**src/rtl/core/fcfb_pkg.sv**
```systemverilog
// Shared types and constants for the fragment combine / fog / blend pipeline.
// No dependencies; every other file in rtl/core but fcfb_checker refers to it by scoped names.
`default_nettype none

package fcfb_pkg;

    // Configuration register indexes
    localparam logic [2:0] CFG_MODE_FLAGS     = 3'd0;
    localparam logic [2:0] CFG_COLOR_OP       = 3'd1;
    localparam logic [2:0] CFG_TEXTURE_FACTOR = 3'd2;
    localparam logic [2:0] CFG_FOG_COLOR      = 3'd3;
    localparam logic [2:0] CFG_FOG_FAR        = 3'd4;
    localparam logic [2:0] CFG_FOG_INV_RANGE  = 3'd5;

    // Bit positions in mode_flags
    localparam int FLAG_TEXTURED  = 0;
    localparam int FLAG_DIFF_ARG2 = 1;
    localparam int FLAG_FOG       = 2;
    localparam int FLAG_INV_BLEND = 3;
    localparam int FLAG_ZTEST     = 4;
    localparam int FLAG_ZMASK     = 5;
    localparam int FLAG_LEQUAL    = 6;

    localparam logic [7:0]  ALPHA_THRESHOLD   = 8'd4;
    localparam logic [31:0] FOG_INV_RANGE_RST = 32'h0001_0000;
    localparam logic [24:0] FOG_ONE           = 25'h100_0000;

    typedef enum logic [1:0] {
        OP_MODULATE = 2'd0,
        OP_ADD      = 2'd1,
        OP_REPLACE  = 2'd2,
        OP_WHITE    = 2'd3
    } t_color_op;

    typedef struct packed {
        logic [6:0]         mode_flags;
        t_color_op          color_op;
        logic [31:0]        texture_factor;
        logic [31:0]        fog_color;
        logic signed [23:0] fog_far;
        logic [31:0]        fog_inv_range;
    } t_cfg;

    // One fragment as it moves down the pipe
    typedef struct packed {
        logic [31:0]        color;
        logic [31:0]        dest;
        logic [23:0]        depth;
        logic signed [24:0] fog_dist;
        logic               pass;
        logic               fog_en;
        logic               inv_blend;
        logic               depth_wr_en;
    } t_frag;

endpackage

`default_nettype wire

```
**src/rtl/core/fcfb_fog.sv**
```systemverilog
// Fog stages: distance times reciprocal range, clamp to lerp weight, per-channel lerp.
// Three register stages; depends on fcfb_pkg.
`default_nettype none

module fcfb_fog (
    input  wire logic            i_clk,
    input  wire logic            i_rst_n,
    input  wire fcfb_pkg::t_cfg  i_cfg,
    input  wire logic            i_valid,
    output logic                 o_stall,
    input  wire fcfb_pkg::t_frag i_frag,
    output logic                 o_valid,
    input  wire logic            i_stall,
    output fcfb_pkg::t_frag      o_frag
);

    logic                r_v2, r_v3, r_v4;
    fcfb_pkg::t_frag     r_f2, r_f3, r_f4;
    logic signed [57:0]  r_prod;
    logic [7:0]          r_t;

    logic signed [57:0]  n_prod;
    logic [24:0]         coef;
    logic [32:0]         scaled;
    logic [7:0]          n_t;
    fcfb_pkg::t_frag     n_f4;
    logic [16:0]         mix [3];

    logic stall2, stall3, stall4;

    assign stall4  = r_v4 && i_stall;
    assign stall3  = r_v3 && stall4;
    assign stall2  = r_v2 && stall3;
    assign o_stall = stall2;

    assign n_prod = $signed(i_frag.fog_dist) * $signed({1'b0, i_cfg.fog_inv_range});

    always_comb begin
        if (r_prod[57]) begin
            coef = '0;
        end else if ((r_prod[56:25] != '0) || (r_prod[24] && (r_prod[23:0] != '0))) begin
            coef = fcfb_pkg::FOG_ONE;
        end else begin
            coef = r_prod[24:0];
        end
        scaled = {coef, 8'h00} - {8'h00, coef};
        n_t    = 8'hFF - scaled[31:24];
    end

    always_comb begin
        n_f4 = r_f3;
        for (int i = 0; i < 3; i++) begin
            mix[i] = {9'h000, r_f3.color[8*i +: 8]} * {9'h000, ~r_t}
                   + {9'h000, i_cfg.fog_color[8*i +: 8]} * {9'h000, r_t};
        end
        if (r_f3.fog_en) begin
            n_f4.color = {r_f3.color[31:24], mix[2][15:8], mix[1][15:8], mix[0][15:8]};
        end
    end

    always_ff @(posedge i_clk) begin
        if (!i_rst_n) begin
            r_v2 <= 1'b0;
            r_v3 <= 1'b0;
            r_v4 <= 1'b0;
        end else begin
            if (!stall2) r_v2 <= i_valid;
            if (!stall3) r_v3 <= r_v2;
            if (!stall4) r_v4 <= r_v3;
        end
    end

    always_ff @(posedge i_clk) begin
        if (!stall2 && i_valid) begin
            r_f2   <= i_frag;
            r_prod <= n_prod;
        end
        if (!stall3 && r_v2) begin
            r_f3 <= r_f2;
            r_t  <= n_t;
        end
        if (!stall4 && r_v3) begin
            r_f4 <= n_f4;
        end
    end

    assign o_valid = r_v4;
    assign o_frag  = r_f4;

endmodule

`default_nettype wire

```
**config.mk**
```make
export PLATFORM = sky130hd
export DESIGN_NAME = fcfb_fog
export DESIGN_NICKNAME = d
export VERILOG_FILES = /design/src/rtl/core/fcfb_pkg.sv /design/src/rtl/core/fcfb_fog.sv
export SDC_FILE = /design/constraint.sdc
export NUM_CORES = 2
export LEC_CHECK = 0
export BUFFER_PORTS_ARGS = -buffer_cell sky130_fd_sc_hd__buf_2
export CAP_MARGIN = 20
export CELL_PAD_IN_SITES_DETAIL_PLACEMENT = 1
export CELL_PAD_IN_SITES_GLOBAL_PLACEMENT = 1
export CORE_ASPECT_RATIO = 0.6
export CORE_MARGIN = 1
export CORE_UTILIZATION = 40
export DETAILED_ROUTE_END_ITERATION = 8
export PLACE_DENSITY_LB_ADDON = 0.1
export SLEW_MARGIN = 10
export SYNTH_ARGS = -nofsm -noshare
export SYNTH_HDL_FRONTEND = slang
export SYNTH_SLANG_ARGS = --single-unit
```
**constraint.sdc**
```tcl
create_clock -name i_clk -period 26.9 [get_ports i_clk]
set_input_delay 0 -clock i_clk [delete_from_list [all_inputs] [get_ports i_clk]]
set_output_delay 0 -clock i_clk [all_outputs]
set_load 0.05 [all_outputs]
```
Yosys cells after proc, flatten, opt, wreduce, memory -nomap -nowiden --
Index checks and enable logic that the tools add are counted.
Storage, ports and cells: flip-flop bits (word level) 420, input bits 250, output and inout bits 119, word-level logic and storage cells 58
Cells by class: add/sub/neg operators 5, multiply operators 7, multiplexer cells 3, bitwise logic cells 1, reduce and logical (&&, ||, !) cells 13
Operators with widths (count):
- $mul A8 B8 Y16 | 6
- $mul A25 B33 Y58 | 1
- $mux W25 | 2
- $add A16 B16 Y16 | 3
- $reduce_bool A32 Y1 | 1
- $sub A32 B25 Y32 | 1
- $mux W24 | 1
- $reduce_bool A24 Y1 | 1
- $not A8 Y8 | 1
- $sub A8 B8 Y8 const A | 1
- $logic_and A1 B1 Y1 | 7
- $logic_not A1 Y1 | 3
- $logic_or A1 B1 Y1 | 1

Logic depth before layout (Yosys ltp) --
word-level depth 7, depth in mapped cells 26, depth with buffers taken out 24

Least setup slack after synthesis --
No wires, ideal clock.
path kind reg2reg, start register r_v4 (netlist: o_valid), end register r_f4 (netlist bit o_frag[0]), enable pin, setup time 0.770 ns, data arrival time 8.937 ns, required time 26.130 ns, slack 17.193 ns, stages on the path, launching flop included 2, path buffers 0, clock period less this slack 9.707 ns, cells stage by stage dfxtp_1 > a21boi_0
Between the ends: cells in the longest elaborated chain, start to end 3
Ends and longest elaborated chain:
- start: declaration | line fcfb_fog.sv:17 | logic r_v2, r_v3, r_v4;
- start signal: assignment | line fcfb_fog.sv:69 | if (!stall4) r_v4 <= r_v3;
- $logic_and A1 B1 Y1 | line fcfb_fog.sv:31 | assign stall4 = r_v4 && i_stall;
- $logic_not A1 Y1 | line fcfb_fog.sv:82 | if (!stall4 && r_v3) begin
- $logic_and A1 B1 Y1 | line fcfb_fog.sv:82
- end signal: assignment | line fcfb_fog.sv:83 | r_f4 <= n_f4;
- end: declaration | line fcfb_fog.sv:18 | fcfb_pkg::t_frag r_f2, r_f3, r_f4;
Every way passes these cells. A chain may end at the register's enable or synchronous reset.

Worst setup path after layout --
start input port i_frag[6] (netlist bit), end register r_prod[57], data pin
Between the ends: cells in the longest elaborated chain, start to end 1
Ends and longest elaborated chain:
- start: declaration | line fcfb_fog.sv:11 | input wire fcfb_pkg::t_frag i_frag,
- $mul A25 B33 Y58 | line fcfb_fog.sv:36 | assign n_prod = $signed(i_frag.fog_dist) * $signed({1'b0, i_cfg.fog_inv_range});
- named net n_prod[57] | line fcfb_fog.sv:22 | logic signed [57:0] n_prod;
- end signal: assignment | line fcfb_fog.sv:76 | r_prod <= n_prod;
- end: declaration | line fcfb_fog.sv:19 | logic signed [57:0] r_prod;
The timed path passes the listed nets, and every way through them passes these cells.

==> impl_metrics.env <==
export IMPL_outcome="complete, no violations"
export IMPL_finalNonFillerCells=7034
export IMPL_cts_clk_slew_worst_paths_ps=70
export IMPL_htree_levels=2
export IMPL_synthFlopType="edfxtp_1"
export IMPL_synthAdderAreaFrac=0.469
export IMPL_grt_antenna_before_repair=12
export IMPL_reg2reg_from="r_t[7]"
export IMPL_tns_ps=0
export IMPL_stdcell_area_sq_um=58600
export IMPL_coreArea_sq_um=130000
export IMPL_place_gp_congestion=0.838
export IMPL_synth_area_mux_share=0.00254
export IMPL_regArea_sq_um=12600
export IMPL_crit_path_max_incr_delay_ps=710
export IMPL_grt_pass1_vias=38800
export IMPL_syn_to_final_growth_pct=10.9
export IMPL_grt_start_max_net_pins=71
export IMPL_finalHoldViolCount=0
export IMPL_skew_ps=50.5
export IMPL_cts_resized=0
export IMPL_synth_seq_cells=420
export IMPL_worst_endpoint_arrival_ps=8340
export IMPL_critPathKind="input pin to flip-flop"
export IMPL_hpwl_um=118000
export IMPL_final_core_util=0.451
export IMPL_io_buffers=295
export IMPL_max_freq_mhz=126
export IMPL_holdBufCountCts=113
export IMPL_grt_util_all_layers=0.245
export IMPL_fillCellCount=14300
export IMPL_placed_area_sq_um=56000
export IMPL_tightest_slew_ps=1180
export IMPL_cts_tree="yes"
export IMPL_synth_edff_count=417
export IMPL_critPathCaptureType="flip-flop"
export IMPL_crit_chain="dlygate4sd3_1, buf_2, and2_1, fa_1, fa_1, inv_1, fa_1, fa_1, inv_1, fa_1, fa_1, inv_1, fa_1, inv_1, ha_1, a21oi_1, o21bai_1, a311oi_1, nor2_1, a221o_1, o21a_1, a21oi_1, a21oi_1, xnor2_1"
export IMPL_rows=102
export IMPL_syn_cell_area_sq_um=52800
export IMPL_cts_root_buf="clkbuf_16"
export IMPL_cts_buffer_depth=3
export IMPL_place_inst=6832
export IMPL_io_pins=369
export IMPL_crit_path_start_kind="input pin"
export IMPL_vias=35300
export IMPL_setup_viol=0
export IMPL_post_drt_wl_per_cell_um=22.7
export IMPL_grt_ovfl_total=0
export IMPL_worst_path_most_repeated_cell="fa_1"
export IMPL_synth_compound_area_frac=0.0400
export IMPL_cp_slowest_cell="buf_2"
export IMPL_clk_latency_ps=670
export IMPL_drtIter0Drc=2140
export IMPL_drc=0
export IMPL_hp_start="i_frag[105]"
export IMPL_slew_violations=0
export IMPL_syn_num_nets=6629
export IMPL_post_route_period_util=0.295
export IMPL_cts_setup_buffers=0
export IMPL_synthXorXnorAreaFrac=0.0133
export IMPL_netlist_instances=4984
export IMPL_post_route_cells_drive_above_1_share=0.0813
export IMPL_die_h_um=283
export IMPL_synth_top_family_by_area="adder cells"
export IMPL_cts_made_buffers=46
export IMPL_hp_class="input pin to flip-flop"
export IMPL_synth_simple_area_share=0.143
export IMPL_die_area_sq_um=134000
export IMPL_cp_max_fo=33
export IMPL_synth_seq_area_share=0.238
export IMPL_async_flop_share=0
export IMPL_start_util=0.406
export IMPL_wl_um=160000
export IMPL_grt_pass1_wl_um=246000
export IMPL_slew_headroom=0.215
export IMPL_critical_path_top_delay_family="adder cells"
export IMPL_viasPerCell=5.03
export IMPL_multi_input_area_sq_um=35300
export IMPL_nets=6922
export IMPL_avgSynthCellArea_sq_um=10.6
export IMPL_ys_types=75
export IMPL_path_buf_inv=6
export IMPL_crit_start="i_frag[6]"
export IMPL_drtPass1Iterations=5
export IMPL_fp_dieW_um=471
export IMPL_rsz0062_at_grt="false"
export IMPL_fin_crit_ps=7940
export IMPL_antenna_left=0
export IMPL_clock_sinks=420
export IMPL_crit_required_ps=27300
export IMPL_drv_cap=0
export IMPL_ys_warn_count=0
Yosys cell counts (26+ instances only):
cell type  instances  area (sq um)
xor2_1            26           228
fa_1             972         19500
nor2_1            62           233
nand2_1          511          1920
nand2b_1         121           757
and2_1           535          3350
o21ai_0           33           165
xnor2_1           54           473
nor2b_1          112           701
edfxtp_1         417         12500
clkbuf_1         195           732
a21oi_1           93           465
inv_1           1128          4230
a21o_1            47           353
ha_1             423          5290
cell families (layout without fill, tap and decap cells):
logic type,after synthesis,in the layout
and+or+nand+nor,1438,1438
adders and majority gates,1395,1395
buffers and inverters,1329,1657
DFF,420,420
AOI/OAI and AO/OA,310,310
xor gates and xnor gates,80,80
muxes,12,12
other,0,6
flip-flops by register name (all words and copies together), names as in the netlist:
register and count:
r_v2 1, o_valid 1, r_t 8, r_f2 117
n_f4 85, r_prod 58, r_v3 1, r_f3 32
o_frag 117
metal layers:
metal  part of all wire  GRT usage
met1               0.52      0.400
met2               0.37      0.321
met3              0.088     0.0697
met4              0.014     0.0324
met5             0.0017    0.00604
stage by stage:
stage          setup slack, ps  hold WS, ps
2_1_floorplan            17190         98.9
3_3_place_gp             18950          176
3_5_place_dp             18840          179
4_1_cts                  19100        0.348
5_1_grt                  18680         14.1
6_report                 18960         50.7
cell type report:
cell class / count / share of cell area
Antenna cell: 6 / 0.000256
Clock buffer: 53 / 0.0201
Clock inverter: 30 / 0.00455
Inverter: 1128 / 0.0723
Multi-Input combinational cell: 3235 / 0.602
Sequential cell: 420 / 0.215
Tap cell: 1716 / 0.0367
Timing Repair Buffer: 446 / 0.0494
cell usage in the layout (no fill, tap or decap), drive strengths merged, types with 10 or more instances in the layout:
cell type    netlist  layout
a211oi            10      10
a21o              48      48
a21oi             95      95
a31oi             11      11
and2             535     535
and3              13      13
buf                6     333
clkbuf           195      53
clkinv             0      18
dlygate4sd3        0     113
edfxtp           417     417
fa               972     972
ha               423     423
inv             1128    1136
mux2              11      11
nand2            511     511
nand2b           121     121
nand3             18      18
nand4             12      12
nor2              62      62
nor2b            112     112
nor3              21      21
nor4              12      12
o21a              13      13
o21ai             44      44
o21bai            22      22
o31ai             13      13
or3               10      10
xnor2             54      54
xor2              26      26
worst paths after layout:
check / depth (start not counted) / slack, ps / endpoint
worst max-delay path: 24 / 18960 / r_prod[57]
worst min-delay path: 2 / 50 / r_f2[105]
worst max register to register: 18 / 20320 / o_frag[106]
worst min register to register: 0 / 410 / o_frag[1]
Power is left out: the tool's default activity adds up to more than one toggle a clock period on the data nets, which glitch-free logic cannot reach.
