`src/rtl/core/fcfb_pkg.sv`:
```
// Shared types and constants for the fragment combine / fog / blend pipeline.
// No dependencies; every other file in rtl/core but fcfb_checker refers to it by scoped names.
`default_nettype none

package fcfb_pkg;

    // Configuration register indexes
    localparam logic [2:0] CFG_MODE_FLAGS     = 3'd0;
    localparam logic [2:0] CFG_COLOR_OP       = 3'd1;
    localparam logic [2:0] CFG_TEXTURE_FACTOR = 3'd2;
    localparam logic [2:0] CFG_FOG_COLOR      = 3'd3;
    localparam logic [2:0] CFG_FOG_FAR        = 3'd4;
    localparam logic [2:0] CFG_FOG_INV_RANGE  = 3'd5;

    // Bit positions in mode_flags
    localparam int FLAG_TEXTURED  = 0;
    localparam int FLAG_DIFF_ARG2 = 1;
    localparam int FLAG_FOG       = 2;
    localparam int FLAG_INV_BLEND = 3;
    localparam int FLAG_ZTEST     = 4;
    localparam int FLAG_ZMASK     = 5;
    localparam int FLAG_LEQUAL    = 6;

    localparam logic [7:0]  ALPHA_THRESHOLD   = 8'd4;
    localparam logic [31:0] FOG_INV_RANGE_RST = 32'h0001_0000;
    localparam logic [24:0] FOG_ONE           = 25'h100_0000;

    typedef enum logic [1:0] {
        OP_MODULATE = 2'd0,
        OP_ADD      = 2'd1,
        OP_REPLACE  = 2'd2,
        OP_WHITE    = 2'd3
    } t_color_op;

    typedef struct packed {
        logic [6:0]         mode_flags;
        t_color_op          color_op;
        logic [31:0]        texture_factor;
        logic [31:0]        fog_color;
        logic signed [23:0] fog_far;
        logic [31:0]        fog_inv_range;
    } t_cfg;

    // One fragment as it moves down the pipe
    typedef struct packed {
        logic [31:0]        color;
        logic [31:0]        dest;
        logic [23:0]        depth;
        logic signed [24:0] fog_dist;
        logic               pass;
        logic               fog_en;
        logic               inv_blend;
        logic               depth_wr_en;
    } t_frag;

endpackage

`default_nettype wire

```
`src/rtl/core/fcfb_combine.sv`:
```
// First pipeline stage: depth test, argument select, color combine and fog distance.
// Depends on fcfb_pkg.
`default_nettype none

module fcfb_combine (
    input  wire logic                i_clk,
    input  wire logic                i_rst_n,
    input  wire fcfb_pkg::t_cfg      i_cfg,
    input  wire logic                i_valid,
    output logic                     o_stall,
    input  wire logic [31:0]         i_texel_color,
    input  wire logic [31:0]         i_diffuse_color,
    input  wire logic signed [23:0]  i_fog_depth,
    input  wire logic [23:0]         i_frag_depth,
    input  wire logic [23:0]         i_stored_depth,
    input  wire logic [31:0]         i_dest_color,
    output logic                     o_valid,
    input  wire logic                i_stall,
    output fcfb_pkg::t_frag          o_frag
);

    logic            r_valid;
    fcfb_pkg::t_frag r_frag;
    fcfb_pkg::t_frag n_frag;

    logic [31:0] arg1;
    logic [31:0] arg2;
    logic [31:0] modulated;
    logic [15:0] prod [4];
    logic        ztest;

    always_comb begin
        arg1 = i_cfg.mode_flags[fcfb_pkg::FLAG_TEXTURED] ? i_texel_color : i_diffuse_color;
        arg2 = i_cfg.mode_flags[fcfb_pkg::FLAG_DIFF_ARG2] ? i_diffuse_color
                                                          : i_cfg.texture_factor;
        for (int i = 0; i < 4; i++) begin
            prod[i] = {8'h00, arg1[8*i +: 8]} * {8'h00, arg2[8*i +: 8]};
            modulated[8*i +: 8] = prod[i][15:8];
        end
    end

    always_comb begin
        ztest = i_cfg.mode_flags[fcfb_pkg::FLAG_ZTEST];
        n_frag.pass = !(ztest && i_cfg.mode_flags[fcfb_pkg::FLAG_LEQUAL]
                        && (i_frag_depth > i_stored_depth));
        case (i_cfg.color_op)
            fcfb_pkg::OP_MODULATE: n_frag.color = modulated;
            fcfb_pkg::OP_ADD: begin
                // alpha still modulates; color channels wrap
                n_frag.color = {modulated[31:24],
                                arg1[23:16] + arg2[23:16],
                                arg1[15:8] + arg2[15:8],
                                arg1[7:0] + arg2[7:0]};
            end
            fcfb_pkg::OP_REPLACE: n_frag.color = arg1;
            default:              n_frag.color = 32'hFFFF_FFFF;
        endcase
        n_frag.dest        = i_dest_color;
        n_frag.depth       = i_frag_depth;
        n_frag.fog_dist    = $signed({i_cfg.fog_far[23], i_cfg.fog_far})
                           - $signed({i_fog_depth[23], i_fog_depth});
        n_frag.fog_en      = i_cfg.mode_flags[fcfb_pkg::FLAG_FOG];
        n_frag.inv_blend   = i_cfg.mode_flags[fcfb_pkg::FLAG_INV_BLEND];
        n_frag.depth_wr_en = ztest && i_cfg.mode_flags[fcfb_pkg::FLAG_ZMASK];
    end

    assign o_stall = r_valid && i_stall;

    always_ff @(posedge i_clk) begin
        if (!i_rst_n) begin
            r_valid <= 1'b0;
        end else if (!o_stall) begin
            r_valid <= i_valid;
        end
    end

    always_ff @(posedge i_clk) begin
        if (!o_stall && i_valid) begin
            r_frag <= n_frag;
        end
    end

    assign o_valid = r_valid;
    assign o_frag  = r_frag;

endmodule

`default_nettype wire

```
`config.mk`:
```
export PLATFORM = sky130hd
export DESIGN_NAME = fcfb_combine
export DESIGN_NICKNAME = d
export VERILOG_FILES = /design/src/rtl/core/fcfb_pkg.sv /design/src/rtl/core/fcfb_combine.sv
export SDC_FILE = /design/constraint.sdc
export NUM_CORES = 1
export LEC_CHECK = 0
export ABC_AREA = 1
export BUFFER_PORTS_ARGS = -buffer_cell sky130_fd_sc_hd__buf_4
export CORE_ASPECT_RATIO = 0.75
export CORE_UTILIZATION = 30
export CTS_CLUSTER_DIAMETER = 80
export DETAILED_ROUTE_END_ITERATION = 10
export SYNTH_ARGS = -nofsm -noshare
export SYNTH_HDL_FRONTEND = slang
export SYNTH_SLANG_ARGS = --single-unit
```
`constraint.sdc`:
```
create_clock -name i_clk -period 12.5 [get_ports i_clk]
set_clock_uncertainty 0.1 [all_clocks]
set_input_delay 1.875 -clock i_clk [delete_from_list [all_inputs] [get_ports i_clk]]
set_output_delay 1.875 -clock i_clk [all_outputs]
set_load 0.03 [all_outputs]
```
* After elaboration in Yosys (flattened, before gate mapping)
Cells that the tools add are included.
** Word-level totals
- Register bits after elaboration :: 118
- Input port bits :: 301
- Output and inout bits :: 119
- Logic and storage cells :: 31
** Cells by class
- Add/subtract/negate cells :: 4
- $mul :: 4
- Order comparisons :: 1
- Eq/ne operators :: 2
- Mux-type cells :: 3
- Reductions and logical operators :: 8
** Operators by type and width (count)
- $pmux W32 S3 :: 1
- $mul A8 B8 Y16 :: 4
- $mux W32 :: 2
- $sub A24 B24 Y25 :: 1
- $add A8 B8 Y8 :: 3
- $gt A24 B24 Y1 :: 1
- $logic_and A1 B1 Y1 :: 5
- $eq A2 B1 Y1 const B :: 1
- $eq A2 B2 Y1 const B :: 1
- $logic_not A1 Y1 :: 2
- $logic_not A2 Y1 :: 1

* Depth between registers and ports, before layout
Gate-level depths: netlist of run 1.
- Depth after elaboration :: 3
- Gate-level depth with buffers :: 25
- Gate-level depth less buffers :: 22

* Worst setup path after synthesis of run 1
OpenSTA, ideal clock, no wires.
- Kind :: input port to flip-flop
- From :: input port i_stall
- To :: register r_frag, in the netlist o_frag[0], enable pin
- Setup time :: 0.595 ns
- Data arrival time :: 6.992 ns
- Data required time :: 11.805 ns
- Setup slack :: 4.813 ns
- Stages on the path :: 3
- Buffers on the path :: 0
- Path through :: nand2_1 -> inv_1 -> nor2_1
** Between the ends
- Longest elaborated chain between the ends :: 3
** RTL lines
- start, declared :: RTL line fcfb_combine.sv:18 : input wire logic i_stall,
- $logic_and A1 B1 Y1 :: RTL line fcfb_combine.sv:67 : assign o_stall = r_valid && i_stall;
- net o_stall :: RTL line fcfb_combine.sv:10 : output logic o_stall,
- $logic_not A1 Y1 :: RTL line fcfb_combine.sv:78 : if (!o_stall && i_valid) begin
- $logic_and A1 B1 Y1 :: RTL line fcfb_combine.sv:78
- end signal, assigned :: RTL line fcfb_combine.sv:79 : r_frag <= n_frag;
- end, declared :: RTL line fcfb_combine.sv:23 : fcfb_pkg::t_frag r_frag;
The timed path passes the listed nets, and every way through them passes these cells.
A chain may end at the register's enable or synchronous reset.

==> out/results.txt, run 1 <==
outcome: finished, final reports clean
fin crit share: 58.1%
Routed Antenna Nets: 0
P per Cell Area: 173 nW/um2
clock root buffer: clkbuf_16
share of layout cells above drive strength 1: 21.0%
clock tree sinks: 118
Total GRT Usage: 19.1%
placed insts: 3075
Core Region: 53100 um2
Synth cell types: 52
CP max stage cell: fa_1
Synth area leaders: edfxtp_1 22%, fa_1 18%, ha_1 16%, inv_1 9.6%, nand2_1 7.4%
Tmin final: 7.26 ns
Seq cells post-synth: 118
Post-CTS Resized: 0
setup TNS: 0 ns
adder-cell share of the synthesized area: 33.7%
Logic pwr share: 69.6%
Synth Area in Compound Gates: 10.6%
Syn. warnings: 0
# rows: 73
Die Y: 203 um
cts-stage hold buffer count: 0
DRT Wirelength: 52100 um
commonest non-fill, non-tap cell in the layout: inv_1
VDD IR max: 0.0939 mV
sw power: 1.77 mW
CTS tree: done
Hold Vio Cnt, Final: 0
worst-path cell chain: buf_4, inv_4, or2_2, o21ai_1, inv_1, ha_1, fa_1, fa_1, fa_1, inv_1, fa_1, inv_1, ha_1, a21oi_1, o21ai_0, a21oi_1, nand3_1, nand3_1, nand3_1
Final HPWL DP: 43300 um
CP most frequent cell: fa_1
Yosys top cell area share: 21.8%
highest clock rate: 138 MHz
P&R area growth vs syn: 25.2%
Seq pwr share: 15.0%
Switching Share: 50.6%
Synth area leader: edfxtp_1
Die ar.: 54800 um2
Vias/cell: 4.74
Worst EP required: 12.59 ns
drt drc: 0
Slew Limit Fails: 0
most frequent cells in the layout: 415 x inv_1, 361 x buf_4, 319 x nand2_1
RSZ-0062 raised after global routing: false
largest net degree at the start of global routing: 59
die width: 270 um
nets@finish: 3031
worst endpoint data arrival time: 7.35 ns
max_slew headroom: 20.6%
n_diodes: 0
CP max FO: 46
filler-free cell count of the finished design: 3107
DR iter-0 viols: 1160
CTS clock-pin slew for the worst setup and hold paths: 0.06 ns
first-pass GRT wire length: 81200 um
Hold Path Class: reg2reg
Synth Area in Simple Gates: 21.4%
DR vias: 14700
crit-path max cell delay: 0.59 ns
combinational family with the most area after synthesis: adder cells
Worst Setup Start Kind: input pin
final setup fails: 0
number of max-cap violations: 0
router iterations before antenna repair: 5
clock power share: 15.5%
worst-margin pin slew: 1.19 ns
crit end category: flop
vias in the first global route: 14800
grt total ovfl: 0
Seq/Total Area, Yosys: 21.9%
static leakage: 10.4 nW
routed len/inst: 16.8 um
global placement routability congestion: 0.934
Syn Std Cell Area: 16100 um2
mux cell area share after synthesis: 0.124%
P_int: 1.73 mW
post-CTS setup buffer count: 0
initial antenna violation count: 0
worst skew pair latency: 0.46 ns
# IOs: 420
CTS max path bufs: 2
Num CTS Buffers: 17
H-tree depth: 4
Syn Area/Cell: 7.98 um2
Post-Syn Nets: 2673
Synth Area in XOR/XNOR: 1.36%
kind of critical path: in2reg
Post-Synthesis Cells: 2024
Initial Util: 30.4%
Final Util: 38.1%
# port buffers: 355
Yosys cell counts (all sizes together):
cell type / n
inv: 423
nand2: 341
nor2: 283
ha: 204
fa: 144
o21ai: 133
edfxtp: 117
a21oi: 105
nand3: 90
or2: 41
buf: 18
nor3: 18
nand4: 15
xor2: 13
xnor2: 12
o21bai: 11
a21boi: 6
and2: 5
nand3b: 5
o211ai: 5
o221ai: 5
a211oi: 4
a221oi: 4
clkbuf: 4
nor4: 3
o21a: 3
a21o: 2
a31oi: 2
and3: 2
mux2i: 2
a22oi: 1
a41oi: 1
dfxtp: 1
o31ai: 1
layout make-up:
cell class                      instances  area (um2)
Clock buffer                           18         429
Clock inverter                         14         199
Fill cell                            5460       32900
Inverter                              423        1590
Multi-Input combinational cell       1461       10900
Sequential cell                       118        3530
Tap cell                              712         891
Timing Repair Buffer                  361        2710
path summary, 6_finish.rpt:
kind,slack (ns),cells after the start,to,startpoint
min reg2reg,0.40,2,o_valid,o_valid
min,0.40,2,o_valid,o_valid
max reg2reg,9.84,5,o_frag[31],o_valid
max,5.24,19,o_frag[90],i_cfg[123]
flip-flops by register name, summed over array words and instances, names as in the netlist:
name / flops
o_valid: 1
o_frag: 117
through the flow:
step	hold slack, ns	cell area, um2	worst slack, ns	power [mW]
floorplan	0.511	16100	4.81	2.28
global placement	0.384	19600	4.89	2.91
detailed placement	0.394	19600	4.83	2.94
CTS	0.400	20200	5.33	3.51
global route	0.429	20200	5.00	3.88
finish	0.401	20200	5.24	3.50
kinds of logic after synthesis:
family                     count (synthesis)
muxes                                      2
DFF                                      118
adders and majority gates                348
xor gates and xnor gates                  25
AOI/OAI and AO/OA                        283
buffers and inverters                    445
and+or+nand+nor                          803
power groups by stage:
stage                     Clock (mW)  Combinational (mW)  Sequential, mW
final                          0.542                2.44           0.524
after global routing           0.572                2.78           0.530
after CTS                      0.560                2.42           0.525
after detailed placement           0                2.40           0.533
after global placement             0                2.38           0.531
after floorplan                    0                1.64           0.633
critical path, delay by kind of cell:
| family | cells | cell delay (ns) |
|---|---|---|
| simple gates | 4 | 0.64 |
| buf+inv | 5 | 0.97 |
| compound gates | 4 | 1.11 |
| fa+ha+maj | 6 | 2.72 |
layer usage:
metal / global-route usage, % / part of all wire, % / vias up
met5: 0 / 0 / -
met4: 3.88 / 1.2 / 0
met3: 4.65 / 6.6 / 43
met2: 29.4 / 45 / 446
met1: 27.0 / 47 / 7027
li1: - / - / 7204
Power figures use the tool's default switching activity.
==> run 2: changes to the inputs <==
clock period = 7.6 ns   (was 12.5 ns; I/O delays follow)
==> run 2 against run 1 <==
First-iteration DRC count is 1.5% lower. Non-clock buffer count increased by 4. Flip-flop and latch count unchanged. Sequential share of layout area about the same. Final cell count increased by 0.19%. Via count is 1.4% higher. Combinational power increased by 65%. Hold slack better by 0.028 ns. Die area unchanged. Clock-buffer cell count up 1. Register-to-register slack lost 4.9 ns. Critical endpoint is now o_frag[110].
==> out/results.txt, run 2 (same netlist as run 1, synthesis figures left out) <==
router iterations before antenna repair: 5 (unchanged)
Die Y: 203 um (unchanged)
Tmin final: 6.49 ns
Logic pwr share: 69.6% (about the same)
Placed Area: 19600 um2 (+0.15%)
CP Buf/Inv Count: 4 (-1)
Final Util: 38.1% (about the same)
die width: 270 um (unchanged)
final setup fails: 0 (unchanged)
share of layout cells above drive strength 1: 21.1% (+0.090 points)
outcome: finished, final reports clean
fill count: 5424 (-0.66%)
Die ar.: 54800 um2 (unchanged)
highest clock rate: 154 MHz
largest net degree at the start of global routing: 72 (+22%)
global placement routability congestion: 0.923 (-1.2%)
flop2flop setup slack: 4.97 ns (-4.87 ns)
number of max-cap violations: 0 (unchanged)
RSZ-0062 raised after global routing: false
commonest non-fill, non-tap cell in the layout: inv_1
Routed Antenna Nets: 0 (unchanged)
drt drc: 0 (unchanged)
CP max stage cell: buf_4
Slew Limit Fails: 0 (unchanged)
Hold Vio Cnt, Final: 0 (unchanged)
Worst Setup Start Kind: input pin
clock power share: 15.4% (about the same)
Total GRT Usage: 19.1% (about the same)
crit end category: flop
worst hold slack: 0.429 ns (+0.0280 ns)
Initial Util: 30.4% (unchanged)
routed len/inst: 16.8 um (+0.39%)
Post-CTS Resized: 0 (unchanged)
worst skew pair latency: 0.46 ns (about the same)
CTS clock-pin slew for the worst setup and hold paths: 0.06 ns (about the same)
initial antenna violation count: 2 (+2)
sw power: 2.93 mW (+65%)
# IOs: 420 (unchanged)
DR vias: 14900 (+1.4%)
Worst EP required: 7.70 ns (-4.89 ns)
setup TNS: 0 ns (unchanged)
Seq pwr share: 14.9% (about the same)
worst endpoint data arrival time: 6.59 ns (-0.76 ns)
CTS max path bufs: 2 (unchanged)
cell family with most CP delay: adder cells
Vias/cell: 4.80 (+1.3%)
nets@finish: 3035 (+0.13%)
Num CTS Buffers: 17 (unchanged)
# port buffers: 355 (unchanged)
worst-path cell chain: buf_4, inv_4, or2_2, o21ai_1, nor2_1, fa_1, fa_1, fa_1, inv_1, fa_1, inv_1, ha_1, a21oi_1, o21ai_0, a21oi_1, o21ai_0, a21oi_1, nor2_1
clock root buffer: clkbuf_16
crit-path max cell delay: 0.58 ns (about the same)
P_int: 2.85 mW (+65%)
grt total ovfl: 0 (unchanged)
VDD IR max: 0.152 mV (+62%)
H-tree depth: 4 (unchanged)
CP max FO: 47 (+2.2%)
CP most frequent cell: fa_1
P&R area growth vs syn: 25.3% (about the same)
fin crit share: 85.4%
max_slew headroom: 21.3% (+0.69 points)
final instance area: 20200 um2 (about the same)
CTS tree: done
DR iter-0 viols: 1143 (-1.5%)
Largest register FFs: 117 (unchanged)
post-CTS setup buffer count: 0 (unchanged)
Final HPWL DP: 43400 um (+0.17%)
P per Cell Area: 286 nW/um2 (+65%)
Core Region: 53100 um2 (unchanged)
DRT Wirelength: 52400 um (+0.58%)
kind of critical path: in2reg
Switching Share: 50.7% (+0.086 points)
worst-margin pin slew: 1.18 ns (-0.0103 ns)
vias in the first global route: 14800 (+0.30%)
# rows: 73 (unchanged)
cts-stage hold buffer count: 0 (unchanged)
most frequent cells in the layout: 415 x inv_1, 365 x buf_4, 319 x nand2_1
Hold Path Class: reg2reg
static leakage: 10.4 nW (+0.18%)
first-pass GRT wire length: 81200 um (about the same)
clock tree sinks: 118 (unchanged)
[run 2: path summary, 6_finish.rpt]
path	cells past startpoint	to	startpoint
setup / recovery	18	o_frag[110]	i_cfg[122]
hold / removal	2	o_valid	o_valid
setup reg to reg	5	o_frag[23]	o_valid
hold reg to reg	2	o_valid	o_valid
[run 2: final cells by class]
type                    instances  area (um2)  area share [%]
inverters                     423        1590            7.87
clock buffers                  19         433            2.14
repair buffers                365        2740            13.5
clock inverters                13         180           0.891
multi-input cells            1461       10900            53.7
flip-flops and latches        118        3530            17.5
diodes                          2        5.00          0.0247
well taps                     712         891            4.40
[run 2: power groups by stage]
stage,Combinational (mW),Sequential [mW],Clock (mW)
3_3_place_gp,3.92,0.876,0
4_1_cts,4.00,0.866,0.917
3_5_place_dp,3.96,0.878,0
5_1_grt,4.60,0.873,0.937
6_report,4.02,0.864,0.892
2_1_floorplan,2.70,1.04,0
[run 2: stage by stage]
step | worst slack, ns | instances | total power [mW]
detailed placement | 0.751 | 3079 | 4.84
CTS | 1.25 | 3111 | 5.79
global route | 0.857 | 3111 | 6.41
global placement | 0.844 | 3079 | 4.80
finish | 1.11 | 3113 | 5.78
floorplan | 0.648 | 2024 | 3.74
[run 2: layer usage]
| layer | global-route usage (%) | vias up | wire length (um) |
|---|---|---|---|
| li1 | - | 7209 | - |
| met1 | 27.3 | 7164 | 24500 |
| met2 | 29.0 | 488 | 23200 |
| met3 | 3.74 | 70 | 3610 |
| met4 | 5.54 | 2 | 968 |
| met5 | 0.614 | - | 46 |
[run 2: worst reg2reg max path, stage by stage, from the launching register on]
cell and delay [ns]:
dfxtp_1 0.32, nand2_1 0.07, inv_1 0.07, nor2_4 0.15, buf_4 0.59, buf_4 0.91
