`src/rtl/core/fcfb_pkg.sv`:
```
// Shared types and constants for the fragment combine / fog / blend pipeline.
// No dependencies; every other file in rtl/core but fcfb_checker refers to it by scoped names.
`default_nettype none

package fcfb_pkg;

    // Configuration register indexes
    localparam logic [2:0] CFG_MODE_FLAGS     = 3'd0;
    localparam logic [2:0] CFG_COLOR_OP       = 3'd1;
    localparam logic [2:0] CFG_TEXTURE_FACTOR = 3'd2;
    localparam logic [2:0] CFG_FOG_COLOR      = 3'd3;
    localparam logic [2:0] CFG_FOG_FAR        = 3'd4;
    localparam logic [2:0] CFG_FOG_INV_RANGE  = 3'd5;

    // Bit positions in mode_flags
    localparam int FLAG_TEXTURED  = 0;
    localparam int FLAG_DIFF_ARG2 = 1;
    localparam int FLAG_FOG       = 2;
    localparam int FLAG_INV_BLEND = 3;
    localparam int FLAG_ZTEST     = 4;
    localparam int FLAG_ZMASK     = 5;
    localparam int FLAG_LEQUAL    = 6;

    localparam logic [7:0]  ALPHA_THRESHOLD   = 8'd4;
    localparam logic [31:0] FOG_INV_RANGE_RST = 32'h0001_0000;
    localparam logic [24:0] FOG_ONE           = 25'h100_0000;

    typedef enum logic [1:0] {
        OP_MODULATE = 2'd0,
        OP_ADD      = 2'd1,
        OP_REPLACE  = 2'd2,
        OP_WHITE    = 2'd3
    } t_color_op;

    typedef struct packed {
        logic [6:0]         mode_flags;
        t_color_op          color_op;
        logic [31:0]        texture_factor;
        logic [31:0]        fog_color;
        logic signed [23:0] fog_far;
        logic [31:0]        fog_inv_range;
    } t_cfg;

    // One fragment as it moves down the pipe
    typedef struct packed {
        logic [31:0]        color;
        logic [31:0]        dest;
        logic [23:0]        depth;
        logic signed [24:0] fog_dist;
        logic               pass;
        logic               fog_en;
        logic               inv_blend;
        logic               depth_wr_en;
    } t_frag;

endpackage

`default_nettype wire

```
`src/rtl/core/fcfb_blend.sv`:
```
// Last stage: alpha test, blend with the framebuffer pixel, write enables, output register.
// Depends on fcfb_pkg.
`default_nettype none

module fcfb_blend (
    input  wire logic            i_clk,
    input  wire logic            i_rst_n,
    input  wire logic            i_valid,
    output logic                 o_stall,
    input  wire fcfb_pkg::t_frag i_frag,
    output logic                 o_valid,
    input  wire logic            i_stall,
    output logic [31:0]          o_pixel_out,
    output logic                 o_color_write,
    output logic                 o_depth_write,
    output logic [23:0]          o_depth_out
);

    logic        r_valid;
    logic [31:0] r_pixel;
    logic        r_cw;
    logic        r_dw;
    logic [23:0] r_depth;

    logic [7:0]  sa;
    logic [7:0]  da;
    logic [16:0] acc [3];
    logic [7:0]  chan_out [3];
    logic        cw;
    logic        dw;

    always_comb begin
        sa = i_frag.color[31:24];
        da = i_frag.inv_blend ? (8'hFF - sa) : 8'hFF;
        for (int i = 0; i < 3; i++) begin
            acc[i] = {9'h000, i_frag.color[8*i +: 8]} * {9'h000, sa}
                   + {9'h000, i_frag.dest[8*i +: 8]} * {9'h000, da}
                   + 17'd128;
            chan_out[i] = acc[i][16] ? 8'hFF : acc[i][15:8];
        end
        cw = i_frag.pass && (sa >= fcfb_pkg::ALPHA_THRESHOLD);
        dw = cw && i_frag.depth_wr_en;
    end

    assign o_stall = r_valid && i_stall;

    always_ff @(posedge i_clk) begin
        if (!i_rst_n) begin
            r_valid <= 1'b0;
        end else if (!o_stall) begin
            r_valid <= i_valid;
        end
    end

    always_ff @(posedge i_clk) begin
        if (!o_stall && i_valid) begin
            r_pixel <= cw ? {sa, chan_out[2], chan_out[1], chan_out[0]} : i_frag.dest;
            r_cw    <= cw;
            r_dw    <= dw;
            r_depth <= dw ? i_frag.depth : 24'h000000;
        end
    end

    assign o_valid       = r_valid;
    assign o_pixel_out   = r_pixel;
    assign o_color_write = r_cw;
    assign o_depth_write = r_dw;
    assign o_depth_out   = r_depth;

endmodule

`default_nettype wire

```
`config.mk`:
```
export PLATFORM = sky130hd
export DESIGN_NAME = fcfb_blend
export DESIGN_NICKNAME = d
export VERILOG_FILES = /design/src/rtl/core/fcfb_pkg.sv /design/src/rtl/core/fcfb_blend.sv
export SDC_FILE = /design/constraint.sdc
export NUM_CORES = 1
export LEC_CHECK = 0
export ABC_AREA = 1
export BUFFER_PORTS_ARGS = -buffer_cell sky130_fd_sc_hd__buf_2
export CORE_ASPECT_RATIO = 0.7
export CORE_MARGIN = 2
export CORE_UTILIZATION = 56
export CTS_CLUSTER_DIAMETER = 60
export CTS_CLUSTER_SIZE = 8
export DETAILED_ROUTE_END_ITERATION = 10
export PLACE_DENSITY = 0.79
export SLEW_MARGIN = 15
export SYNTH_ARGS = -nofsm -noshare
export SYNTH_HDL_FRONTEND = slang
export SYNTH_SLANG_ARGS = --single-unit
```
`constraint.sdc`:
```
create_clock -name i_clk -period 5.5 [get_ports i_clk]
set_input_delay 0.55 -clock i_clk [delete_from_list [all_inputs] [get_ports i_clk]]
set_output_delay 0.55 -clock i_clk [all_outputs]
set_load 0.01 [all_outputs]
```
==> After elaboration in Yosys (flattened, before gate mapping) <==
Index checks and enable logic that the tools add are counted.
Widths: inputs -> output; s select.
{ "totals": {"regBits": 59, "inputBits": 121, "output_inout_bits": 60} }
{ "op_classes": {"add_sub_neg": 7, "n_mul": 6, "order_cmp": 1, "n_mux": 5, "n_reduce_logical": 5} }
{ "op_table": {"columns": ["op", "count"], "rows": [
  ["$mul 8x8->16", 6],
  ["$add 16x16->17", 3],
  ["$add 17x8->17 const B", 3],
  ["$mux 32", 1],
  ["$mux 8", 4],
  ["$ge 8x3->1 const B", 1],
  ["$sub 8x8->8 const A", 1],
  ["$logic_and 1x1->1", 4],
  ["$logic_not 1->1", 1]
]} }

==> Logic depth before layout (Yosys ltp) <==
Gate-level depths: netlist of the first run.
{ "depth": {"ltp_word": 7, "mapped_depth": 32, "mapped_depth_nobuf": 29} }

==> Least setup slack after synthesis of the first run <==
Ideal clock, no wire load.
{ "synth_timing": {"path_type": "input -> register", "startpoint": "input i_frag[112] in the netlist's numbering", "endpoint": "register r_pixel[10], in the netlist o_pixel_out[10], data pin", "setup_time_ps": 252, "t_arrival_ps": 5556, "path_slack_ps": -308, "cell_stages": 27, "cell_sequence": "buf_2 > nand2_1 > inv_1 > clkbuf_1 > nor2_1 > fa_1 > inv_1 > fa_1 > inv_1 > fa_1 > fa_1 > fa_1 > inv_1 > fa_1 > inv_1 > ha_1 > nand2_1 > nor2_1 > nand2_1 > nand2_2 > nand2_2 > nand2_1 > nand2_2 > nand2_4 > nand2_1 > nand2_1 > nand2_1"} }
{ "synth_between": {"elab_chain_len": 7} }
{ "synth_lines": {"columns": ["element", "line", "source"], "rows": [
  ["start: declaration", "fcfb_blend.sv:10", "input wire fcfb_pkg::t_frag i_frag,"],
  ["$sub 8x8->8", "fcfb_blend.sv:34", "da = i_frag.inv_blend ? (8'hFF - sa) : 8'hFF;"],
  ["$mux 8", "fcfb_blend.sv:34", null],
  ["$mul 8x8->16", "fcfb_blend.sv:37", "+ {9'h000, i_frag.dest[8*i +: 8]} * {9'h000, da}"],
  ["$add 16x16->17", "fcfb_blend.sv:37", null],
  ["$add 17x8->17", "fcfb_blend.sv:38", "+ 17'd128;"],
  ["$mux 8", "fcfb_blend.sv:39", "chan_out[i] = acc[i][16] ? 8'hFF : acc[i][15:8];"],
  ["$mux 32 (*)", "fcfb_blend.sv:57", "r_pixel <= cw ? {sa, chan_out[2], chan_out[1], chan_out[0]} : i_frag.dest;"],
  ["end signal: assignment", "fcfb_blend.sv:57", null],
  ["end: declaration", "fcfb_blend.sv:20", "logic [31:0] r_pixel;"]
]} }
Every way passes the cells marked *; elsewhere a longest branch is shown, timed or not.
A chain may end at the register's enable or synchronous reset.

==> Worst setup path in the final report of the first run <==
{ "layout_timing": {"startpoint": "input i_frag[1] in the netlist's numbering", "endpoint": "register r_pixel[18], in the netlist o_pixel_out[18], data pin"} }
{ "layout_between": {"elab_chain_len": 6} }
{ "layout_lines": {"columns": ["element", "line"], "rows": [
  ["$mux 8", "fcfb_blend.sv:34"],
  ["$mul 8x8->16", "fcfb_blend.sv:37"],
  ["$add 16x16->17", "fcfb_blend.sv:37"],
  ["$add 17x8->17", "fcfb_blend.sv:38"],
  ["$mux 8", "fcfb_blend.sv:39"],
  ["$mux 32", "fcfb_blend.sv:57"]
]} }
Every way passes these cells.

==> impl_metrics.tcl, run 1 <==
set metrics [dict create \
    synth_edf_count 58 \
    slew_violations 0 \
    cts-root-buf "clkbuf_16" \
    dr_total_vias 14868 \
    final_layout_size_suffix_gt1_share_pct 23.31 \
    cts_buffer_depth 2 \
    status "finished, violations left" \
    overflow 0 \
    cpPeakStageDelay_ns 0.59 \
    h-tree-depth 3 \
    die_h_um 147.5 \
    drt-total-wl_um 49660 \
    yosysWarnings 0 \
    yosysUniqueCellTypes 32 \
    finalCriticalPeriod_ns 5.595 \
    drv_cap 0 \
    postCtsHoldBufs 0 \
    cp_max_fo 7 \
    antenna_found_initial 0 \
    setup_viol 8 \
    clock-sinks 59 \
    crit_top_cell "fa_1" \
    worstPathRequired_ns 5.61 \
    syn_nets 2763 \
    crit_path_end_kind "register" \
    yosysTopAreaCellShare_pct 34.99 \
    worst-path-buf-inv 7 \
    violations "negative setup slack" \
    cts.clk_slew.worst_paths_ns 0.06 \
    yosysSeqAreaShare_pct 10.69 \
    numPortBuffers 154 \
    nFillCells 2196 \
    core_um2 28950 \
    slowest_stage "fa_1" \
    drc 0 \
    critPathKind "in -> reg" \
    dieArea_um2 30840 \
    firstDrtPassIters 6 \
    grt_max_degree 59 \
    min_period_over_period_pct 101.7 \
    cts_tree "built" \
    worst_slack_ns -0.09470 \
    cp_data_arrival_time_ns 5.71 \
    drt-initial-drc-count 1201 \
    clock_latency_ns 0.36 \
    finalClockSkew_ns 0.006829 \
    hpwl_um 39910 \
    pre_cts_slack_ns -0.5390 \
    antenna_cells 0 \
    startpoint_type "input port" \
    synthFlopType "edfxtp_1" \
    hold_path.class "in -> reg" \
    relSlewSlack_pct 40.36 \
    hold_viol 0 \
    async_reset_ff_share_pct 0 \
    final_antenna_net_count 0 \
    grt_pass1_wl_um 76360 \
    grt_pass1_vias 15357 \
    avgSynthCellArea_um2 7.644 \
    ys_top_cells_by_area "fa_1, ha_1, inv_1" \
    vias_per_cell 5.180 \
    num_rows 52 \
    gp_congestion 0.9614 \
    rsz0062_at_grt "true" \
    max_freq_mhz 178.7 \
    worstMarginPinSlew_ns 0.8946 \
    ios 181 \
    initial_utilization_pct 56.92 \
    critPathTopFamily "adder cells" \
    synth_cells 2156 \
    die_w_um 209.0 \
    synth_seq_cells 59 \
    syn_to_final_growth_pct 24.52 \
    nets 3094 \
    synth.largest_area_cell "fa_1" \
    syn_area_um2 16480 \
    grt_use_total_pct 31.98 \
    wl_per_cell_um 17.30 \
    cts_buffers 9 \
]
-- per-stage QoR --
stage               setup TNS [ns]  hold WS (ns)  instances  cell area [um2]  utilization (%)
finish                     -0.5660        0.4445       2870            20520            70.88
global route                -4.084        0.4466       2870            20520            70.88
CTS                      -0.003059        0.4416       2854            19680            67.98
detailed placement          -11.00        0.5098       2838            19190            66.27
global placement            -9.498        0.4715       2838            19190            66.27
floorplan                        0        0.5071       2156            16580                -
-- registers in the layout, indices dropped and copies added, names as in the netlist --
| name | count |
|---|---|
| o_color_write | 1 |
| o_depth_out | 24 |
| o_depth_write | 1 |
| o_pixel_out | 32 |
| o_valid | 1 |
-- final cells by class --
class | count | area, um2 | area share, %
multi-input cells | 1374 | 12730 | 62.05
repair inverters | 1 | 11.26 | 0.05487
inverters | 655 | 2496 | 12.16
well taps | 378 | 473.0 | 2.305
flip-flops and latches | 59 | 1762 | 8.585
repair buffers | 387 | 2728 | 13.29
clock inverters | 6 | 90.09 | 0.4390
clock buffers | 10 | 229.0 | 1.116
-- worst paths after layout --
| path | startpoint | to | slack [ns] | depth (start not counted) |
|---|---|---|---|---|
| hold reg to reg | o_valid$_SDFFE_PN0N_ | o_valid$_SDFFE_PN0N_ | 0.51 | 2 |
| hold / removal | i_rst_n | o_valid$_SDFFE_PN0N_ | 0.44 | 2 |
| setup / recovery | i_frag[1] | o_pixel_out[18]$_DFFE_PP_ | -0.09 | 25 |
| setup reg to reg | o_valid$_SDFFE_PN0N_ | o_pixel_out[3]$_DFFE_PP_ | 3.85 | 4 |
-- layout by cell type, fill, tap and decap left out, types with 25 or more instances in the layout --
| master | synthesis | layout |
|---|---|---|
| inv_1 | 653 | 628 |
| nand2_1 | 515 | 474 |
| fa_1 | 288 | 282 |
| buf_4 | 4 | 211 |
| nor2_1 | 209 | 185 |
| ha_1 | 198 | 179 |
| buf_2 | 12 | 148 |
| edfxtp_1 | 58 | 58 |
| nand2_2 | 18 | 37 |
| a21oi_1 | 48 | 26 |
| nand3_1 | 26 | 25 |
-- what timing repair did --
item | 4_1_cts | 5_1_grt
setup buffers | 0 | 16
resized for setup | 41 | 181
cloned | 0 | 1
endpoints found under the setup margin | 23 | 24
pin swaps | 6 | 83
-- metal layers --
metal / global-route usage [%] / wire (um) / part of all wire (%) / vias to the layer above
met5: 0 / 0 / 0 / -
met4: 10.11 / 1782 / 3.6 / 0
met3: 6.480 / 4708 / 9.5 / 143
met2: 52.92 / 23520 / 47 / 741
met1: 42.67 / 19650 / 40 / 7149
li1: - / - / - / 6835
-- cell families after synthesis --
| kind of cell | after synthesis | synth area share, % |
|---|---|---|
| adder cells (fa/ha/maj) | 486 | 50.02 |
| AO/OA/AOI/OAI | 74 | 2.346 |
| XOR/XNOR | 6 | 0.3189 |
| flip-flops | 59 | 10.69 |
| buffers and inverters | 723 | 16.87 |
| AND/OR/NAND/NOR | 808 | 19.76 |
-- worst register-to-register path, cell delays in order (launching register included) --
cell	delay (ns)
dfxtp_1	0.32
nand2_1	0.08
inv_1	0.08
nor2_4	0.07
buf_4	0.69
-- synthesized netlist by cell type, drive strengths merged (7+ instances only) --
| cell | number |
|---|---|
| inv | 654 |
| nand2 | 537 |
| fa | 288 |
| nor2 | 212 |
| ha | 198 |
| edfxtp | 58 |
| clkbuf | 49 |
| a21oi | 48 |
| nand3 | 29 |
| buf | 19 |
| o21ai | 19 |
| nand3b | 14 |
| nor4 | 7 |
Power of run 1 is not shown: default switching activity piles up to over one toggle a cycle in this logic, so the estimate is an artifact.
==> inputs of run 2 (changes only) <==
- PLACE_DENSITY: 0.79 -> 0.8
- RECOVER_POWER: unset -> 25
==> run 2 against run 1 <==
Wire length is 5.2% lower; final cell count is 0.49% lower; the flow now finishes without violations; cell area fell by 2.2%; clock-buffer cell count fell by 1; highest routed layer unchanged; clock skew shrank 0.00098 ns; register-to-register slack better by 0.06 ns; core utilization down 1.6 points; worst hold slack got worse by 0.0042 ns.
==> impl_metrics.tcl, run 2 (synthesis gave the netlist of run 1 again) <==
set metrics [dict create \
    worstPathRequired_ns 5.61 \
    cp_max_fo 5 \
    cts_tree "built" \
    largest_reg_flops 32 \
    finalCriticalPeriod_ns 5.364 \
    worstMarginPinSlew_ns 0.8099 \
    clock-sinks 59 \
    drv_cap 0 \
    startpoint_type "input port" \
    hpwl_um 40050 \
    critPathKind "in -> reg" \
    min_period_over_period_pct 97.53 \
    dieArea_um2 30840 \
    cts-root-buf "clkbuf_16" \
    antenna_cells 0 \
    num_rows 52 \
    die_w_um 209.0 \
    initial_utilization_pct 56.92 \
    multi_input_comb_area_um2 12450 \
    wl_per_cell_um 16.48 \
    setup_viol 0 \
    die_h_um 147.5 \
    drt-initial-drc-count 1241 \
    dpl_cell_area_um2 19100 \
    gp_congestion 0.9983 \
    final_antenna_net_count 0 \
    dr_total_vias 14675 \
    grt_max_degree 59 \
    grt_use_total_pct 31.22 \
    status "finished clean" \
    hold_viol 0 \
    firstDrtPassIters 6 \
    slew_violations 0 \
    most-common-layout-cells "inv_1, nand2_1, fa_1" \
    hold_path.class "in -> reg" \
    relSlewSlack_pct 46.01 \
    nFillCells 2282 \
    h-tree-depth 3 \
    cts_buffer_depth 2 \
    vias_per_cell 5.138 \
    worst_slack_ns 0.1358 \
    final_layout_size_suffix_gt1_share_pct 19.81 \
    ios 181 \
    rsz0062_at_grt "true" \
    grt_pass1_vias 15106 \
    grt_use_met3_pct 5.842 \
    grt_use_met1_pct 42.99 \
    cp_data_arrival_time_ns 5.47 \
    drc 0 \
    nets 3080 \
    fin_util_pct 69.33 \
    grt_pass1_wl_um 75140 \
    core_um2 28950 \
    design_area_um2 20070 \
    max_freq_mhz 186.4 \
    pre_cts_slack_ns -0.5663 \
    hold_slack_ns 0.4402 \
    cts_buffers 9 \
    crit_path_end_kind "register" \
    postCtsHoldBufs 0 \
    busiest_layer "met2" \
    register_area_um2 1762 \
    cts.clk_slew.worst_paths_ns 0.06 \
    drt-total-wl_um 47070 \
    clock_latency_ns 0.36 \
    use_met2_pct 50.45 \
    numPortBuffers 154 \
    antenna_found_initial 0 \
    finalClockSkew_ns 0.005851 \
    syn_to_final_growth_pct 21.80 \
    final_common_cell "inv_1" \
    overflow 0 \
]
[run 2: final timing paths]
| kind | startpoint | cells after the start | slack, ns | endpoint |
|---|---|---|---|---|
| max | i_frag[1] | 25 | 0.14 | o_pixel_out[23]$_DFFE_PP_ |
| min | i_rst_n | 2 | 0.44 | o_valid$_SDFFE_PN0N_ |
| max reg2reg | o_valid$_SDFFE_PN0N_ | 4 | 3.91 | o_pixel_out[4]$_DFFE_PP_ |
| min reg2reg | o_valid$_SDFFE_PN0N_ | 2 | 0.51 | o_valid$_SDFFE_PN0N_ |
[run 2: final cells by class]
type                            instances  area share (%)
Clock buffer                            9           1.122
Clock inverter                          7          0.2805
Inverter                              655           12.41
Multi-Input combinational cell       1374           62.01
Sequential cell                        59           8.777
Tap cell                              378           2.356
Timing Repair Buffer                  373           13.02
Timing Repair inverter                  1         0.03117
[run 2: metal layers]
| metal | part of all wire (%) | up-vias |
|---|---|---|
| met5 | 0 | - |
| met4 | 2.8 | 0 |
| met3 | 9.7 | 95 |
| met2 | 47 | 704 |
| met1 | 41 | 7064 |
| li1 | - | 6812 |
[run 2: repair_timing]
action	CTS	global route
resized for setup	13	160
setup buffers	0	10
setup endpoints to repair	24	24
pin swaps	2	43
cloned	0	2
[run 2: through the flow]
| step | setup TNS [ns] | cells |
|---|---|---|
| floorplan | 0 | 2156 |
| CTS | 0 | 2844 |
| global placement | -10.20 | 2828 |
| detailed placement | -11.78 | 2828 |
| finish | 0 | 2856 |
| global route | -0.4458 | 2856 |
[run 2: worst max-delay path, stage by stage]
cell and delay (ns):
buf_16 0.13, nand2_8 0.10, inv_8 0.05, buf_4 0.13, buf_4 0.14, nor2_1 0.13
fa_1 0.47, fa_2 0.58, fa_1 0.43, fa_1 0.47, fa_1 0.49, inv_1 0.05
fa_1 0.47, inv_1 0.04, ha_2 0.38, nand2_1 0.10, nor2_2 0.16, and2_1 0.14
nand2_1 0.11, nand2_1 0.08, nand2_1 0.05, nand2_1 0.06, nand2_1 0.05, nand2_1 0.06
nand2_1 0.05
Power of run 2 is left out for the same reason.
